==> src/design/qdd_pkg.sv <==
// qdd_pkg: shared types and constants for the quadrature detent decoder.
// No dependencies.
package qdd_pkg;

  localparam int TimeBits = 32;

  typedef logic [TimeBits-1:0] time_t;
  typedef logic [1:0]          pair_t;
  typedef logic signed [1:0]   step_t;
  typedef logic signed [4:0]   accum_t;

  typedef enum logic [1:0] {
    REG_DETENT_STEPS    = 2'd0,
    REG_MIN_GAP_MS      = 2'd1,
    REG_REVERSAL_GAP_MS = 2'd2,
    REG_UNUSED          = 2'd3
  } reg_idx_t;

  localparam logic [4:0] DetentReset   = 5'd4;
  localparam logic [7:0] MinGapReset   = 8'd1;
  localparam logic [7:0] RevGapReset   = 8'd6;
  localparam logic [4:0] DetentMax     = 5'd16;

  localparam step_t StepNone = 2'sb00;
  localparam step_t StepCw   = 2'sb01;
  localparam step_t StepCcw  = 2'sb11;

  // Gray order 00 -> 01 -> 11 -> 10 -> 00 is clockwise.
  function automatic logic is_cw(pair_t prev, pair_t cur);
    logic r;
    r = ((prev == 2'b00) && (cur == 2'b01)) || ((prev == 2'b01) && (cur == 2'b11)) ||
        ((prev == 2'b11) && (cur == 2'b10)) || ((prev == 2'b10) && (cur == 2'b00));
    return r;
  endfunction

endpackage

==> src/design/quadrature_detent_decoder_core.sv <==
// quadrature_detent_decoder_core: quadrature A/B sample decoder with time filters
// and detent accumulation. Depends on qdd_pkg.

// One sample in, one click result out, in order. A sample is captured in an
// input register, evaluated combinationally against the stored pair,
// accumulator and last accepted timestamp, and the result lands in an output
// register once the output side can take it; a new sample is taken every cycle
// while the output side keeps up (the state update is a single registered pass,
// so throughput is one item per clock). Configuration writes take effect at the
// next clock and must be issued while the block is idle.
module quadrature_detent_decoder_core (
  input  logic                 clk,
  input  logic                 rst_n,
  input  logic                 in_valid,
  output logic                 in_ready,
  input  logic                 in_line_a,
  input  logic                 in_line_b,
  input  qdd_pkg::time_t       in_now_ms,
  output logic                 out_valid,
  input  logic                 out_ready,
  output qdd_pkg::step_t       out_step,
  input  logic                 cfg_we,
  input  logic [1:0]           cfg_index,
  input  logic [7:0]           cfg_wdata
);
  import qdd_pkg::*;

  logic       detent_ok;
  logic [4:0] detent_r;
  logic [7:0] min_gap_r;
  logic [7:0] rev_gap_r;

  logic  in_vld_r;
  pair_t in_pair_r;
  time_t in_now_r;

  pair_t  pair_r,  pair_nxt;
  accum_t accum_r, accum_nxt;
  time_t  last_t_r, last_t_nxt;

  logic  out_vld_r;
  step_t out_step_r, out_step_nxt;

  logic              adv;
  logic              cw;
  logic signed [5:0] delta;
  logic signed [5:0] sum;
  logic [5:0]        mag;
  logic [4:0]        limit;
  time_t             elapsed;
  logic              reversal;

  assign adv      = in_vld_r && (!out_vld_r || out_ready);
  assign in_ready = !in_vld_r || adv;

  // configuration
  always_ff @(posedge clk) begin
    if (!rst_n) begin
      detent_r  <= DetentReset;
      min_gap_r <= MinGapReset;
      rev_gap_r <= RevGapReset;
    end else if (cfg_we) begin
      case (reg_idx_t'(cfg_index))
        REG_DETENT_STEPS:    detent_r  <= cfg_wdata[4:0];
        REG_MIN_GAP_MS:      min_gap_r <= cfg_wdata;
        REG_REVERSAL_GAP_MS: rev_gap_r <= cfg_wdata;
        default: ;
      endcase
    end
  end

  // input register
  always_ff @(posedge clk) begin
    if (!rst_n) begin
      in_vld_r <= 1'b0;
    end else if (in_ready) begin
      in_vld_r <= in_valid;
    end
  end

  always_ff @(posedge clk) begin
    if (in_ready && in_valid) begin
      in_pair_r <= {in_line_a, in_line_b};
      in_now_r  <= in_now_ms;
    end
  end

  // decode
  assign detent_ok = (detent_r <= DetentMax);
  assign limit     = detent_ok ? detent_r : DetentMax;
  assign cw        = is_cw(pair_r, in_pair_r);
  assign delta     = cw ? 6'sd1 : -6'sd1;
  assign sum       = {accum_r[4], accum_r} + delta;
  assign mag       = sum[5] ? 6'(-sum) : 6'(sum);
  assign elapsed   = in_now_r - last_t_r;
  assign reversal  = ((accum_r > 5'sd0) && !cw) || ((accum_r < 5'sd0) && cw);

  always_comb begin
    pair_nxt     = pair_r;
    accum_nxt    = accum_r;
    last_t_nxt   = last_t_r;
    out_step_nxt = StepNone;
    if (in_pair_r != pair_r) begin
      pair_nxt = in_pair_r;
      if ((in_pair_r ^ pair_r) != 2'b11) begin
        if (elapsed < time_t'(min_gap_r)) begin
          out_step_nxt = StepNone;
        end else if ((elapsed < time_t'(rev_gap_r)) && reversal) begin
          out_step_nxt = StepNone;
        end else begin
          last_t_nxt = in_now_r;
          if (mag >= {1'b0, limit}) begin
            out_step_nxt = (sum > 6'sd0) ? StepCw : StepCcw;
            accum_nxt    = '0;
          end else begin
            accum_nxt = sum[4:0];
          end
        end
      end
    end
  end

  always_ff @(posedge clk) begin
    if (!rst_n) begin
      pair_r   <= '0;
      accum_r  <= '0;
      last_t_r <= '0;
    end else if (adv) begin
      pair_r   <= pair_nxt;
      accum_r  <= accum_nxt;
      last_t_r <= last_t_nxt;
    end
  end

  // output register
  always_ff @(posedge clk) begin
    if (!rst_n) begin
      out_vld_r <= 1'b0;
    end else if (adv) begin
      out_vld_r <= 1'b1;
    end else if (out_ready) begin
      out_vld_r <= 1'b0;
    end
  end

  always_ff @(posedge clk) begin
    if (adv) begin
      out_step_r <= out_step_nxt;
    end
  end

  assign out_valid = out_vld_r;
  assign out_step  = out_step_r;

  a_accum_range: assert property (@(posedge clk) disable iff (!rst_n)
    accum_r != 5'sb10000)
    else $error("accumulator reached -16");

  a_step_code: assert property (@(posedge clk) disable iff (!rst_n)
    out_vld_r |-> (out_step_r != 2'sb10))
    else $error("illegal step code");

  a_state_hold: assert property (@(posedge clk) disable iff (!rst_n)
    !adv |=> ($stable(accum_r) && $stable(pair_r) && $stable(last_t_r)))
    else $error("state changed without a transaction");

  a_empty_ready: assert property (@(posedge clk) disable iff (!rst_n)
    !in_vld_r |-> in_ready)
    else $error("input stalled while input stage empty");

  a_no_click_unchanged: assert property (@(posedge clk) disable iff (!rst_n)
    (adv && (in_pair_r == pair_r)) |=> (out_step_r == StepNone))
    else $error("click on unchanged pair");

endmodule

==> config.mk <==
export PLATFORM = sky130hd
export DESIGN_NAME = quadrature_detent_decoder_core
export DESIGN_NICKNAME = d
export VERILOG_FILES = /design/src/design/qdd_pkg.sv /design/src/design/quadrature_detent_decoder_core.sv
export SDC_FILE = /design/constraint.sdc
export NUM_CORES = 1
export LEC_CHECK = 0
export ABC_AREA = 1
export ABC_CLOCK_PERIOD_IN_PS = 4600
export BUFFER_PORTS_ARGS = -buffer_cell sky130_fd_sc_hd__buf_2
export CAP_MARGIN = 20
export CELL_PAD_IN_SITES_DETAIL_PLACEMENT = 0
export CELL_PAD_IN_SITES_GLOBAL_PLACEMENT = 1
export CORE_UTILIZATION = 44
export DETAILED_ROUTE_END_ITERATION = 16
export PLACE_DENSITY = 0.82
export SLEW_MARGIN = 20
export SYNTH_ARGS = -nofsm -noshare
export SYNTH_HDL_FRONTEND = slang
export SYNTH_SLANG_ARGS = --single-unit
==> constraint.sdc <==
create_clock -name clk -period 4.6 [get_ports clk]
set_input_delay 0.46 -clock clk [delete_from_list [all_inputs] [get_ports clk]]
set_output_delay 0.46 -clock clk [all_outputs]
set_load 0.05 [all_outputs]
==> results.md <==
- Global routing usage summed across all routing layers: 20.3%
- Slack of the critical path: 633 ps
- Post-CTS Hold Fix Bufs: 0
- Count of buffers inserted at the top-level ports: 52
- Post-route clock period utilization: 86.2%
- Net count reported at finish: 1,244
- Clock buffer count from CTS: 9
- Fin util: 50.3%
- Launch instance of the worst min-delay path: in_now_ms[23]
- DRC: 0
- Max Cap Violations: 0
- Per-instance average area after synthesis: 6.45 µm²
- Final Hold Viols: 0
- Post-layout power: 2.67 mW
- Final routed wirelength across all metal layers: 15,500 µm
- Cell chain of the critical path: or2_2, a21o_1, ha_1, inv_1, o21bai_1, nand2_1, nand2_1, o21ai_0, nand2_1, xnor2_1, inv_1, ha_1, a21boi_0, o21a_1, o21a_1, o21ai_0, nand2_1, nor2_1, inv_1, nand3_1, inv_1, nand3_1, nor2_1
- Fraction of synthesized cell area taken by the top area cell type: 20.2%
- Fin crit period: 3970 ps
- Overflow left after global routing: 0
- Crit path launch: in_pair_r[1]$_DFFE_PP_
- Post-CTS Resized: 0
- Power Density: 345 nW/µm²
- Clock Tree Buf Depth: 2
- Rel. slew slack: 49.6%
- Setup crit end kind: register
- Starting Density: 45.7%
- Tightest Pin Transition: 756 ps
- Number of design-rule violations left by the first detailed-router iteration: 256
- Setup slack at placement: 635 ps
- Total setup buffers inserted after CTS: 0
- Worst ir drop on vdd: 186 µV
- Critical Path RT: 4720 ps
- Diode count: 0
- Synth async-reset ratio: 0%
- Vias per std cell: 4.51
- Post-CTS clock slew at the launch and capture registers of the worst setup and hold paths: 80 ps
- Worst path slowest cell: edfxtp_1
- Die boundary width: 128 µm
- DR vias: 6,103
- Part of the total power dissipated in the clock network: 27.9%
- Clock Sink Count: 98
- Cell types with the largest area share after synthesis: nand2_1 (20%), dfxtp_1 (18%), edfxtp_1 (15%), inv_1 (12%), ha_1 (9.8%)
- IO Count: 53
- Layout-stage area growth over the synthesis result: 10.1%
- Startpoint of the worst-slack reg-to-reg timing path: in_pair_r[1]$_DFFE_PP_
- Total standard cell area after synthesis: 7030 µm²
- Count of antenna-violating nets left after detailed routing: 0
- Worst Skew: 16.1 ps
- Setup_tns: 0 ps
- Core area: 15,400 µm²
- Setup Viol. Count Final: 0
- Net switching power figure: 0.983 mW
- Proportion of power drawn by combinational gates: 34.8%
- Classification of the worst-slack hold path: in -> reg
- Row Count: 45
- Number of flip-flops and latches in the synthesized netlist: 98
- Clock latency at the later pin of the worst-skew pair: 360 ps
- Internal Pwr Total: 1.68 mW
- Number of pins with negative max-slew slack in the final report: 0
- Htree depth: 3
- Total iterations of the first detailed-routing run: 5
- Die footprint: 16,500 µm²
- Seq pwr share: 37.3%
- Number of cells on the worst hold path: 1
- Maximum fanout encountered on the critical timing path: 5
- Cell accounting for the most synthesized area: nand2_1
- Number of unique standard cell types used by synthesis: 34
- RSZ-0062 raised after global routing: no
- Startpoint-to-endpoint class of the critical path: reg -> reg
- Portion of the post-synthesis area used by sequential elements: 33.1%
- Final weighted congestion in routability-driven placement: 0.854
- TritonCTS clock tree: built
- Fmax: 252 MHz
- Kind of start point of the critical path: register
- Fraction of layout cells with a size suffix above 1: 8.05%
- Switching power as a share of total power: 36.9%
- Cell count after synthesis: 1,090
- Half-perimeter wire length after placement: 12,400 µm
- Crit path largest cell delay: 440 ps
- First-pass GRT wire length: 26,300 µm
- Initial antenna violation count: 0
- Prevailing post-synth register cell: dfxtp_1
- Via count of the first global-routing pass: 5,525
- Result of the run: finished, final reports clean
- Maximum number of pins on one net before global-route repair: 71
- Synth warnings: 0
- Number of synthesized flops with an enable pin: 36
- Post-detailed-route wirelength per cell: 11.5 µm
- Endpoint arrival time on the critical path: 4090 ps
- Library cell used as clock root buffer: clkbuf_16
- Height of the chip: 128 µm
- Standby leakage power: 4.28 nW
- Reg2reg path depth: 23
- Net count after synthesis: 1,196
## power by group through the flow
stage | logic [mW] | clock network, mW | registers [mW]
after CTS | 0.936 | 0.766 | 0.994
after detailed placement | 0.931 | 0 | 1.01
final | 0.927 | 0.745 | 0.994
after global routing | 1.08 | 0.796 | 1.00
after global placement | 0.926 | 0 | 1.01
after floorplan | 0.716 | 0 | 1.02
## synth_stat cells, types with 2 or more instances
| cell type | number |
|---|---|
| nand3_1 | 38 |
| xor2_1 | 12 |
| inv_2 | 4 |
| nor2_1 | 132 |
| nor2_2 | 8 |
| o21a_1 | 2 |
| nand2_1 | 378 |
| nand2_2 | 2 |
| nand3b_1 | 4 |
| ha_1 | 55 |
| o21bai_1 | 2 |
| buf_6 | 7 |
| nand3_2 | 3 |
| nand4_1 | 15 |
| a21boi_0 | 2 |
| fa_1 | 2 |
| xnor2_1 | 8 |
| o211ai_1 | 3 |
| or2_2 | 3 |
| dfxtp_1 | 62 |
| clkbuf_1 | 8 |
| edfxtp_1 | 36 |
| nor3_1 | 6 |
| o21ai_0 | 23 |
| buf_1 | 2 |
| a21oi_1 | 47 |
| inv_1 | 219 |
## path summary, 6_finish.rpt
kind                               endpoint  slack (ps)
setup reg to reg  out_step[1]$_SDFFCE_PP0P_         630
hold reg to reg   min_gap_r[1]$_SDFFE_PN0P_         460
setup / recovery  out_step[1]$_SDFFCE_PP0P_         630
hold / removal       in_now_r[23]$_DFFE_PP_         260
## state kept, by name (all words and copies together), names as in the netlist, 2 cells and up
register / cells
rev_gap_r: 8
out_step: 2
last_t_r: 32
accum_r: 5
in_now_r: 32
in_pair_r: 2
min_gap_r: 8
pair_r: 2
detent_r: 5
## cells in the final DEF (no fill, tap or decap), types with 6 or more instances in the layout
cell type / n
nand3_1: 38
nand2_1: 378
nand4_1: 15
a21oi_1: 47
nor2_1: 132
clkbuf_16: 9
o21ai_0: 23
edfxtp_1: 36
dfxtp_1: 62
xor2_1: 12
nor2_2: 8
ha_1: 55
xnor2_1: 8
inv_1: 219
buf_2: 52
nor3_1: 6
## logic make-up after synthesis
family | Yosys count | share of synthesized area, %
XOR/XNOR | 20 | 2.49
AO/OA/AOI/OAI | 81 | 6.14
AND/OR/NAND/NOR | 593 | 34.3
flip-flops | 98 | 33.1
adder cells (fa/ha/maj) | 57 | 10.4
buffers and inverters | 241 | 13.6
## critical path, delay by kind of cell, from the launching register on
family	cells	cell delay, ps
AOI/OAI and AO/OA	7	1220
and+or+nand+nor	9	1070
adders and majority gates	2	610
DFF	1	440
buffers and inverters	4	270
xor gates and xnor gates	1	110
## final cells by class
type	count	area, µm²
clock inverters	7	58.8
well taps	211	264
multi-input cells	751	3750
flip-flops and latches	98	2320
inverters	224	841
fillers	1655	7640
clock buffers	9	225
repair buffers	54	275
## per-stage QoR
stage,std cells,hold slack [ps],instance area (µm²)
after floorplan,1090,429,7030
after global placement,1338,445,7450
after detailed placement,1338,449,7450
after CTS,1354,251,7730
after global routing,1354,245,7730
final,1354,265,7730
## per-layer routing
layer  share of wire [%]  up-vias  GRT usage, %
met3                 3.3       15          4.28
li1                    -     3414             -
met4                 1.3        0          6.23
met2                  42       80          31.7
met1                  53     2594          28.1
met5                   0        -             0
Note: power is estimated with default switching activity, not from simulation.
